File: src/hw/rtl/rc4_pkg.sv
// Shared types and constants for the RC4 stream cipher core.
// No dependencies; imported by every module of the core.
`timescale 1ns / 1ps

package rc4_pkg;

   localparam int BYTE_W     = 8;
   localparam int ADDR_W     = 8;
   localparam int MEM_DEPTH  = 256;
   localparam int CNT_W      = 9;

   // request opcodes
   localparam logic OP_KEY  = 1'b0;
   localparam logic OP_DATA = 1'b1;

   // control from the sequencer to the permutation memory
   typedef struct packed {
      logic              clear;
      logic              re_a;
      logic [ADDR_W-1:0] addr_a;
      logic              re_b;
      logic [ADDR_W-1:0] addr_b;
      logic              we;
      logic [ADDR_W-1:0] waddr;
      logic [BYTE_W-1:0] wdata;
   } perm_req_type;

endpackage

File: src/hw/rtl/rc4_key_mem.sv
// Key store: 256 x 8, one write port, one registered read port.
// Depends on rc4_pkg.
`timescale 1ns / 1ps

module rc4_key_mem (
   input  logic                       clock,
   input  logic                       we,
   input  logic [rc4_pkg::ADDR_W-1:0] waddr,
   input  logic [rc4_pkg::BYTE_W-1:0] wdata,
   input  logic                       re,
   input  logic [rc4_pkg::ADDR_W-1:0] raddr,
   output logic [rc4_pkg::BYTE_W-1:0] rdata
);
   import rc4_pkg::*;

   logic [BYTE_W-1:0] mem [MEM_DEPTH];
   logic [BYTE_W-1:0] rdata_ff;

   always_ff @(posedge clock) begin
      if (we) begin
         mem[waddr] <= wdata;
      end
      if (re) begin
         rdata_ff <= mem[raddr];
      end
   end

   assign rdata = rdata_ff;

endmodule

File: config.mk
export PLATFORM = sky130hd
export DESIGN_NAME = rc4_key_mem
export DESIGN_NICKNAME = d
export VERILOG_FILES = /design/src/hw/rtl/rc4_pkg.sv /design/src/hw/rtl/rc4_key_mem.sv
export SDC_FILE = /design/constraint.sdc
export NUM_CORES = 2
export LEC_CHECK = 0
export ABC_AREA = 1
export BUFFER_PORTS_ARGS = -buffer_cell sky130_fd_sc_hd__clkbuf_2
export CAP_MARGIN = 0
export CORE_MARGIN = 4
export CORE_UTILIZATION = 45
export CTS_CLUSTER_DIAMETER = 150
export DETAILED_ROUTE_END_ITERATION = 7
export SYNTH_ARGS = -nofsm -noshare
export SYNTH_HDL_FRONTEND = slang
export SYNTH_SLANG_ARGS = --single-unit
export TNS_END_PERCENT = 1
File: constraint.sdc
create_clock -name clock -period 5.16 [get_ports clock]
set_input_delay 1.032 -clock clock [delete_from_list [all_inputs] [get_ports clock]]
set_output_delay 1.032 -clock clock [all_outputs]
set_load 0.005 [all_outputs]
* Word level (Yosys, flattened, before mapping)
Memory sizes are Yosys's and may differ from the RTL's. A register that Yosys moved wholly into a read port is not among the register bits.
Cells that the tools add are included.
** Cells by class
- Muxes and demuxes :: 2
** Operator list (number)
- 1-bit 2-to-1 mux :: 2
** Storage, ports and cells
- Flip-flop bits (word level) :: 0
- Bits in writable memories :: 2048
- Input bits :: 27
- Logic and storage cells :: 3
- Memories kept :: 1
** Memories
- mem :: depth 256, bits a word 8, rd ports 1, clocked after Yosys merged registers in 1, wr ports 1, RTL line rc4_key_mem.sv:16 : logic [BYTE_W-1:0] mem [MEM_DEPTH];

* Longest topological paths before layout
- Depth in word-level cells :: 2
- Depth in mapped cells :: 15

* Worst setup path after synthesis
No wires, ideal clock.
- Path kind :: input to register
- Start point :: input we
- End point :: memory mem[162][0] (enable)
- Library setup time :: 0.370 ns
- Data arrival time :: 2.153 ns
- Setup slack :: 2.637 ns
- Stages :: 4
- Cell sequence :: clkbuf_1 -> nand3_1 -> clkbuf_1 -> nor2_1
** Between the ends
- Longest elaborated chain between the ends :: 2
** Ends and longest elaborated chain
- start, declared :: RTL line rc4_key_mem.sv:7 : input logic we,
- 1-bit 2-to-1 mux :: RTL line rc4_key_mem.sv:20 : if (we) begin
- 1-bit 2-to-1 mux (not written as such) :: RTL line rc4_key_mem.sv:21 : mem[waddr] <= wdata;
- end, declared :: RTL line rc4_key_mem.sv:16
Every way passes these cells.

==> results.sh <==
export IMPL_status="finished clean"
export IMPL_worst_slew_pin_slew_ns=1.18
export IMPL_post_cts_buffers=0
export IMPL_dr_pass1_iters=6
export IMPL_die_area_mm2=0.192
export IMPL_worst_path_max_fanout=64
export IMPL_viasPerCell=5.68
export IMPL_power_leakage_uw=0.0317
export IMPL_core_area_mm2=0.184
export IMPL_max_stage_delay_ns=0.42
export IMPL_ff2ff_setup_slack_ns=2.92
export IMPL_place_area_mm2=0.0858
export IMPL_nFillCells=15866
export IMPL_area_delta_synth_final_pct=10.7
export IMPL_cts_hold_buf=0
export IMPL_setup_violations_final=0
export IMPL_crit_type="in -> reg"
export IMPL_power_density_mw_per_mm2=383
export IMPL_grt_use_total=0.236
export IMPL_synth_seq_cells=2056
export IMPL_multiInputGateArea_mm2=0.0191
export IMPL_r2r_cells=10
export IMPL_finalSetupTns_ns=0
export IMPL_syn_nets=7030
export IMPL_rows=157
export IMPL_drive_gt1_frac=0.0615
export IMPL_hold_end="mem[103][5]$_DFFE_PP_"
export IMPL_path_cells="buf_8, inv_8, buf_12, buf_4, nand3_1, nand3_1, nand3_1, nand3_1, nand3_1, nand3_1, nand2_1, nand2_1, nand2_1"
export IMPL_final_antenna_net_count=0
export IMPL_max_slew_margin_rel=0.213
export IMPL_synth_area_mm2=0.0835
export IMPL_drt_iter0_drc=6249
export IMPL_finish_utilization=0.503
export IMPL_drt_wl_total_um=230000
export IMPL_port_buffer_count=34
export IMPL_antenna_found_initial=10
export IMPL_critical_path_depth=13
export IMPL_finalCritPeriodShare=0.647
export IMPL_cts_sinks=2056
export IMPL_cts_tree="done"
export IMPL_htree_levels=4
export IMPL_path_buf_inv=4
export IMPL_fp_dieH_um=439
export IMPL_critPathArrivalTime_ns=3.96
export IMPL_route_detailed_drc=0
export IMPL_ios=35
export IMPL_final_hold_violation_count=0
export IMPL_min_path_type="in -> reg"
export IMPL_synthCells=7003
export IMPL_cpLargestDelayFamily="simple AND/OR/NAND/NOR gates"
export IMPL_cts_inserted_buffers=207
export IMPL_r2r_end="rdata[3]$_DFFE_PP_"
export IMPL_die_w_um=439
export IMPL_final_cell_mix="2118 x nand2_1, 2056 x edfxtp_1, 2019 x nand3_1"
export IMPL_cts_max_path_buffers=3
export IMPL_clk_pin_slew_ns=0.06
export IMPL_fmax_mhz=299
export IMPL_initial_utilization=0.454
export IMPL_final_nets=6904
export IMPL_routed_via_count=53995
export IMPL_clkLatencyLatePin_ns=0.87
export IMPL_whs_ns=0.625
export IMPL_critPathLaunchType="input port"
export IMPL_worst_ep_required_time_ns=5.78
export IMPL_r2r_start="mem[37][3]$_DFFE_PP_"
export IMPL_dpl_hpwl_um=131000
export IMPL_grt_pass1_wl_um=341000
export IMPL_peakVddDrop_uv=343
export IMPL_design_area_mm2=0.0924
export IMPL_grt_max_degree=158
export IMPL_crit_slowest_cell="inv_8"
export IMPL_place_gp_congestion=0.897
export IMPL_avgSynthCellArea_um2=11.9
export IMPL_fin_skew_ns=0.0483
export IMPL_cap_violations=0
export IMPL_slew_violations=0
export IMPL_seq_area_frac_synth=0.740
export IMPL_holdCritStartpoint="wdata[5]"
export IMPL_synth_cell_types=13
export IMPL_min_path_cells=1
export IMPL_cts_root_buf="clkbuf_16"
export IMPL_path_common_cell="nand3_1"
export IMPL_rsz0062_at_grt="false"
export IMPL_post_drt_wl_per_cell_um=24.2
export IMPL_worstSetupEndpointType="flop"
export IMPL_regArea_mm2=0.0617
export IMPL_cts_resized=0
export IMPL_final_common_cell="nand2_1"
export IMPL_p_total_uw=35400
export IMPL_min_period_ns=3.34
export IMPL_overflow=0
export IMPL_grt_pass1_vias=51253
export IMPL_yosys_warnings=0
[logic make-up after synthesis]
logic type | Yosys count | share of synthesized area
buffers and inverters | 522 | 0.0312
flip-flops | 2056 | 0.740
AND/OR/NAND/NOR | 4425 | 0.229
[through the flow]
stage	cells	setup WS [ns]
after floorplan	7003	2.64
after global placement	9132	0.933
after detailed placement	9132	0.970
after CTS	9508	1.88
after global routing	9509	1.67
final	9509	1.82
[routing by layer]
layer,share of wire,GRT usage,wire length [um],vias up
met5,0.00018,0,41,-
li1,-,-,-,24641
met2,0.47,0.370,107000,2322
met3,0.078,0.0371,18000,448
met1,0.41,0.332,95100,26578
met4,0.042,0.0940,9550,6
[synthesized netlist by cell type, drive strengths merged]
library cell  number  area share
edfxtp          2056        0.74
buf              371       0.024
nor2             283       0.013
clkbuf           112      0.0050
nand2           2123       0.095
inv               39      0.0018
nand3           2019        0.12
[state kept, by name, indices dropped and copies added (netlist names)]
register  cells
mem        2048
rdata         8
[worst max path at each step]
stage / slack (ns) / to / startpoint
2_1_floorplan: 2.64 / mem[162][0]$_DFFE_PP_ / we
3_3_place_gp: 0.93 / rdata[7]$_DFFE_PP_ / raddr[0]
3_5_place_dp: 0.97 / rdata[7]$_DFFE_PP_ / raddr[0]
4_1_cts: 1.88 / rdata[7]$_DFFE_PP_ / raddr[0]
5_1_grt: 1.67 / rdata[3]$_DFFE_PP_ / raddr[0]
6_report: 1.82 / rdata[3]$_DFFE_PP_ / raddr[1]
[power breakdown]
part	total (uW)	switching [uW]	internal, uW
clock network	14900	6330	8540
registers	18400	17.8	18400
logic	2090	1600	492
total	35400	7950	27500
[area by class of cell]
cell class / count / area share
diodes: 1 / 0.0000271
clock buffers: 256 / 0.0592
clock inverters: 120 / 0.0127
inverters: 39 / 0.00195
multi-input cells: 4425 / 0.207
flip-flops and latches: 2056 / 0.668
well taps: 2464 / 0.0333
repair buffers: 148 / 0.0179
Note: power is estimated with default switching activity, not from simulation.
