`config.mk`:
```
export PLATFORM = sky130hd
export DESIGN_NAME = rc4_perm_mem
export DESIGN_NICKNAME = d
export VERILOG_FILES = /design/src/hw/rtl/rc4_pkg.sv /design/src/hw/rtl/rc4_perm_mem.sv
export SDC_FILE = /design/constraint.sdc
export NUM_CORES = 2
export LEC_CHECK = 0
export ABC_AREA = 0
export BUFFER_PORTS_ARGS = -buffer_cell sky130_fd_sc_hd__buf_2
export CORE_MARGIN = 5
export CORE_UTILIZATION = 34
export CTS_BUF_LIST = sky130_fd_sc_hd__clkbuf_4 sky130_fd_sc_hd__clkbuf_8
export DETAILED_ROUTE_END_ITERATION = 6
export HOLD_SLACK_MARGIN = 0.1
export PLACE_DENSITY = 0.57
export SLEW_MARGIN = 10
export SYNTH_ARGS = -nofsm -noshare
export SYNTH_HDL_FRONTEND = slang
export SYNTH_SLANG_ARGS = --single-unit
```
`constraint.sdc`:
```
create_clock -name clock -period 5.55 [get_ports clock]
set_input_delay 0.2775 -clock clock [delete_from_list [all_inputs] [get_ports clock]]
set_output_delay 0.2775 -clock clock [all_outputs]
set_load 0.005 [all_outputs]
```
`src/hw/rtl/rc4_pkg.sv`:
```
// Shared types and constants for the RC4 stream cipher core.
// No dependencies; imported by every module of the core.
`timescale 1ns / 1ps

package rc4_pkg;

   localparam int BYTE_W     = 8;
   localparam int ADDR_W     = 8;
   localparam int MEM_DEPTH  = 256;
   localparam int CNT_W      = 9;

   // request opcodes
   localparam logic OP_KEY  = 1'b0;
   localparam logic OP_DATA = 1'b1;

   // control from the sequencer to the permutation memory
   typedef struct packed {
      logic              clear;
      logic              re_a;
      logic [ADDR_W-1:0] addr_a;
      logic              re_b;
      logic [ADDR_W-1:0] addr_b;
      logic              we;
      logic [ADDR_W-1:0] waddr;
      logic [BYTE_W-1:0] wdata;
   } perm_req_type;

endpackage

```
`src/hw/rtl/rc4_perm_mem.sv`:
```
// Permutation memory: two registered read ports, one write port.
// Per-entry valid bits make an unwritten entry read as its own address.
// Depends on rc4_pkg.
`timescale 1ns / 1ps

module rc4_perm_mem (
   input  logic                      clock,
   input  logic                      reset,
   input  rc4_pkg::perm_req_type     perm_req,
   output logic [rc4_pkg::BYTE_W-1:0] rd_a,
   output logic [rc4_pkg::BYTE_W-1:0] rd_b
);
   import rc4_pkg::*;

   logic [BYTE_W-1:0]    mem [MEM_DEPTH];
   logic [MEM_DEPTH-1:0] valid_ff;
   logic [BYTE_W-1:0]    rd_a_ff;
   logic [BYTE_W-1:0]    rd_b_ff;

   always_ff @(posedge clock) begin
      if (reset || perm_req.clear) begin
         valid_ff <= '0;
      end else if (perm_req.we) begin
         valid_ff[perm_req.waddr] <= 1'b1;
      end
   end

   always_ff @(posedge clock) begin
      if (perm_req.we) begin
         mem[perm_req.waddr] <= perm_req.wdata;
      end
      // reads return the value before a same-cycle write
      if (perm_req.re_a) begin
         rd_a_ff <= valid_ff[perm_req.addr_a] ? mem[perm_req.addr_a] : perm_req.addr_a;
      end
      if (perm_req.re_b) begin
         rd_b_ff <= valid_ff[perm_req.addr_b] ? mem[perm_req.addr_b] : perm_req.addr_b;
      end
   end

   assign rd_a = rd_a_ff;
   assign rd_b = rd_b_ff;

endmodule

```
* After elaboration in Yosys (flattened, before gate mapping) *
Memory sizes are Yosys's and may differ from the RTL's.
Index checks and enable logic that the tools add are counted.

storage, ports and cells
  bits in registers = 272
  bits in latches = 0
  RAM bits = 2048
  ROM bits = 0
  input bits = 38
  output and inout port bits = 16
  memories kept = 1

memory list
  memory  words  width  rd ports  clocked after Yosys merged registers in  write ports  line                RTL
  mem     256    8      2         0                                        1            rc4_perm_mem.sv:15  logic [BYTE_W-1:0] mem [MEM_DEPTH];

cells by class
  $add $sub $neg = 0
  $mul = 0
  divide/modulo/power cells = 0
  order comparisons = 4
  equal/unequal tests = 0
  shift-type cells = 0
  mux-type cells = 10
  bitwise logic cells = 1
  reductions and logical operators = 2

operator list
  operator                                                           count
  OR 256 bit                                                         1
  less-than comparator 8 x 9 -> 1 bit, second input constant         3
  binary-select mux 1 bit (select 8 bit)                             2
  2-to-1 mux 8 bit                                                   2
  demux 1 bit (select 8 bit)                                         1
  greater-or-equal comparator 8 x 1 -> 1 bit, second input constant  1
  2-to-1 mux 1 bit                                                   5
  logical AND 1 bit                                                  1
  logical OR 1 bit                                                   1

* Depth between registers and ports, before layout *
  depth in word-level cells = 5
  gate-level depth with buffers = 14

* Least setup slack after synthesis *
Ideal clock, no wire load.

  path kind = input to register
  start = input port perm_req[27] (netlist name)
  end = register rd_a_ff[4] (netlist: rd_a[4]) (data pin)
  arrival time = 2.527 ns
  setup slack = 2.751 ns
  cell stages on the path = 11
  path buffers = 5
  cell sequence = buf_4 -> buf_4 -> buf_4 -> buf_2 -> buf_1 -> mux4_2 -> mux4_2 -> a211oi_1 -> nand2_1 -> nand4_1 -> mux2i_1

between the ends
  longest elaborated chain between the ends = 3
  elaborated cells on any way between the ends = 4
  classes of those cells = mux (3); memory (1)

RTL lines
  item                                    line                RTL
  start: declaration                      rc4_perm_mem.sv:9   input rc4_pkg::perm_req_type perm_req,
  binary-select mux 1 bit (select 8 bit)  rc4_perm_mem.sv:34  rd_a_ff <= valid_ff[perm_req.addr_a] ? mem[perm_req.addr_a] : perm_req.addr_a;
  2-to-1 mux 1 bit (not written as such)  rc4_perm_mem.sv:34
  2-to-1 mux 8 bit *                      rc4_perm_mem.sv:34
  end signal: assignment                  rc4_perm_mem.sv:34
  end: declaration                        rc4_perm_mem.sv:17  logic [BYTE_W-1:0] rd_a_ff;

Mark *: on every way between the ends. The rest lies on a longest branch, timed or not. The select of a mux whose other input is x is not followed.
A chain may end at the register's enable or synchronous reset.

* Worst setup path after layout *
  start = input port perm_req[29] (netlist name)
  end = register rd_a_ff[7] (netlist: rd_a[7]) (data pin)

The elaborated chain is that of the path after synthesis.

==> run_results.csv <==
group,metric,value,unit
logic_synthesis,synth_sequential_area_ratio,0.6207,
routing,finalWirelength,362.6,mm
layout,drive_above_1_share,0.3779,
timing,fin_crit,3798,ps
critical_path,cp_peak_stage_delay,790,ps
timing,skew,95.76,ps
worst_hold_path,timing.hold.worst.class,"in2reg",
routing,remaining_drc_errors,0,
clock_network,clk_transition_reported_paths,60,ps
logic_synthesis,netlist-cell-type-count,72,
placement,place_worst_setup_slack,1292,ps
critical_path,cp.required,6320,ps
timing,crit_path_setup_slack_layout,1752,ps
logic_synthesis,synth_enable_flop_cells,2064,
layout,areaGrowthSynthToFinish,13.46,%
routing,met2RoutedLength,165.3,mm
power,total_leakage_power,38.61,nW
logic_synthesis,yosys_most_used_dff,"sky130_fd_sc_hd__edfxtp_1",
logic_synthesis,synthTopCellsByArea,"sky130_fd_sc_hd__edfxtp_1, sky130_fd_sc_hd__mux4_2, sky130_fd_sc_hd__dfxtp_1, sky130_fd_sc_hd__nor2_1, sky130_fd_sc_hd__mux2i_1",
routing,vias,63340,
timing,finalHoldViolCount,0,
timing,setup_tns,0,ps
clock_network,htree_levels,5,
clock_network,clock-sinks,2320,
timing,timing.final.max_slew_violations,0,
routing,first_iter_violations,8198,
critical_path,cpMaxStageDelayCell,"sky130_fd_sc_hd__o211ai_1",
logic_synthesis,synth.cell_area,108100,µm²
routing,detailed_route_wire_length_per_cell,34.49,µm
clock_network,cts_root_buffer,"sky130_fd_sc_hd__clkbuf_8",
floorplan,core_region_area,317300,µm²
grt,grt_max_degree,177,
logic_synthesis,ys_ff_latch,2320,
clock_network,cts_made_buffers,398,
routing,drt_pass1_iterations,6,
power,pwr_density_cell,313.5,nW/µm²
floorplan,total_die_area,329300,µm²
outcome,status,"finished, final reports clean",
critical_path,timing.critical_path.from_type,"primary input",
grt,grt_first_pass_wirelength,506.7,mm
grt,first_global_vias,64720,
grt,globalRoute.totalOverflow,0,
layout,layout.filler_cells,28570,
logic_synthesis,synth_top_cell_by_area,"sky130_fd_sc_hd__edfxtp_1",
clock_network,ctsResizeCount,0,
routing,viasPerCell,6.024,
grt,grt_util_all_layers,0.2153,
routing,wl_met3,36.46,mm
logic_synthesis,syn_nets,5683,
critical_path,critical_path.cell_chain,"dlygate4sd3_1 > buf_2 > inv_6 > buf_4 > a21oi_1 > o221ai_1 > o21ai_0 > o211ai_1 > nand2_1 > a31o_1 > dlygate4sd3_1",
logic_synthesis,synth_warnings,0,
logic_synthesis,synth_top_area_frac,0.5733,
timing,layout_worst_path_cycle_share,0.6843,
routing,wirelength_met1,138.6,mm
critical_path,setup.worst_path.end_class,"flop",
placement,routabilityCongestion,0.9312,
routing,topRoutingLayerUsed,"met5",
power,peak_ir_drop_on_the_vdd_network,0.2112,mV
timing,timing.final.setup_violations,0,
power,post_layout_power,38.46,mW
placement,port_buffers,53,
timing,worst_hold_slack,191.1,ps
layout,layout.cells.most_common,"sky130_fd_sc_hd__edfxtp_1",
routing,drtAntennaViolNets,0,
layout,final_core_util,0.3866,
critical_path,critical_path_class,"in2reg",
floorplan,die-width,573.9,µm
timing,worstMarginPinSlew,1343,ps
floorplan,floorplan.io_pins,54,
layout,most_frequent_cells_in_the_layout,"sky130_fd_sc_hd__edfxtp_1, sky130_fd_sc_hd__mux4_2, sky130_fd_sc_hd__nor2_1, sky130_fd_sc_hd__clkbuf_8, sky130_fd_sc_hd__buf_4",
critical_path,cpMostUsedCell,"sky130_fd_sc_hd__dlygate4sd3_1",
floorplan,die_h,573.9,µm
floorplan,rows,207,
timing,fmax,0.2633,GHz
layout,finish.net_count,6032,
grt,grt_antenna_before_repair,35,
run,max_cap_violations,0,
floorplan,floorplan.initialDensity,0.3407,
timing,grt_setup_unrepaired,"no",
placement,dp_hpwl,229.5,mm
critical_path,cp_arrival,4560,ps
timing,max-slew-margin-rel,0.1015,
clock_network,cts_tree,"built",
clock_network,cts_buffer_depth,4,
critical_path,timing.critical_path.fanout_max,27,
logic_synthesis,asyncSetResetFlopFracSynth,0,
logic_synthesis,netlist_instances,5645,
clock_network,clock_latency,1030,ps
logic_synthesis,synthesis.area_per_instance,19.15,µm²
[report_power, final]
part           switching (mW)  leakage, nW  internal (mW)
registers              0.0473         20.6           19.0
clock network            7.28         4.42           8.96
logic                    1.93         13.6           1.19
total                    9.26         38.6           29.2
[per-layer routing]
metal,vias to the layer above,global-route usage
met5,-,0.0007174
met4,16,0.1141
met3,944,0.05384
met2,3877,0.3294
met1,33820,0.2841
li1,24680,-
[critical path: cells and delay by family]
kind,cells,cell delay (ps)
AO/OA/AOI/OAI,5,1650
buffers and inverters,5,2390
AND/OR/NAND/NOR,1,120
[worst paths after layout]
path,to,slack (ps),cells after the start,from
max,rd_a[7],1750,11,perm_req[29]
min,valid_ff[38],190,4,reset
min reg2reg,valid_ff[90],490,2,valid_ff[90]
max reg2reg,rd_a[7],2070,7,valid_ff[10]
[layout make-up]
cell class              instances  area (µm²)  area share
well taps                    4180        5230     0.04264
multi-input cells            2865       38370      0.3128
repair buffers                395        3565     0.02906
clock buffers                 590        7263     0.05922
diodes                         15       37.54   0.0003060
inverters                      14       67.56   0.0005508
flip-flops and latches       2320       67100      0.5471
clock inverters               135        1021    0.008324
[cell families (layout without fill, tap and decap cells)]
group                  after synthesis  after routing  share of synthesized area
other                                0             15                          0
multiplexers                      1507           1507                     0.2922
buffers and inverters              460           1134                    0.02498
AO/OA/AOI/OAI                      361            361                    0.02464
AND/OR/NAND/NOR                    997            997                    0.03743
flip-flops                        2320           2320                     0.6207
[Yosys cell counts (22+ instances only)]
| cell type | count |
|---|---|
| sky130_fd_sc_hd__a211oi_1 | 70 |
| sky130_fd_sc_hd__a21oi_1 | 26 |
| sky130_fd_sc_hd__a22oi_1 | 74 |
| sky130_fd_sc_hd__buf_1 | 40 |
| sky130_fd_sc_hd__buf_2 | 122 |
| sky130_fd_sc_hd__buf_4 | 73 |
| sky130_fd_sc_hd__buf_6 | 42 |
| sky130_fd_sc_hd__clkbuf_1 | 151 |
| sky130_fd_sc_hd__dfxtp_1 | 256 |
| sky130_fd_sc_hd__edfxtp_1 | 2064 |
| sky130_fd_sc_hd__mux2i_1 | 190 |
| sky130_fd_sc_hd__mux4_1 | 38 |
| sky130_fd_sc_hd__mux4_2 | 1267 |
| sky130_fd_sc_hd__nand2_1 | 114 |
| sky130_fd_sc_hd__nand3_1 | 43 |
| sky130_fd_sc_hd__nand4_1 | 22 |
| sky130_fd_sc_hd__nor2_1 | 746 |
| sky130_fd_sc_hd__o21ba_2 | 29 |
| sky130_fd_sc_hd__o22ai_1 | 79 |
[stage by stage]
step	area, µm²	instances
finish	122700	10510
global route	122600	10510
CTS	122600	10500
detailed placement	114100	9752
global placement	114100	9750
floorplan	108100	5645
[flip-flops by register name, summed over array words and instances (netlist names)]
| signal | count |
|---|---|
| mem | 2048 |
| rd_a | 8 |
| rd_b | 8 |
| valid_ff | 256 |
[timing repair]
item | CTS | global route
hold endpoints to repair | 800 | 0
buffers inserted | 0 | 0
hold buffers | 22 | 0
endpoints found under the setup margin | 0 | 0
(Power assumes the default switching activity.)
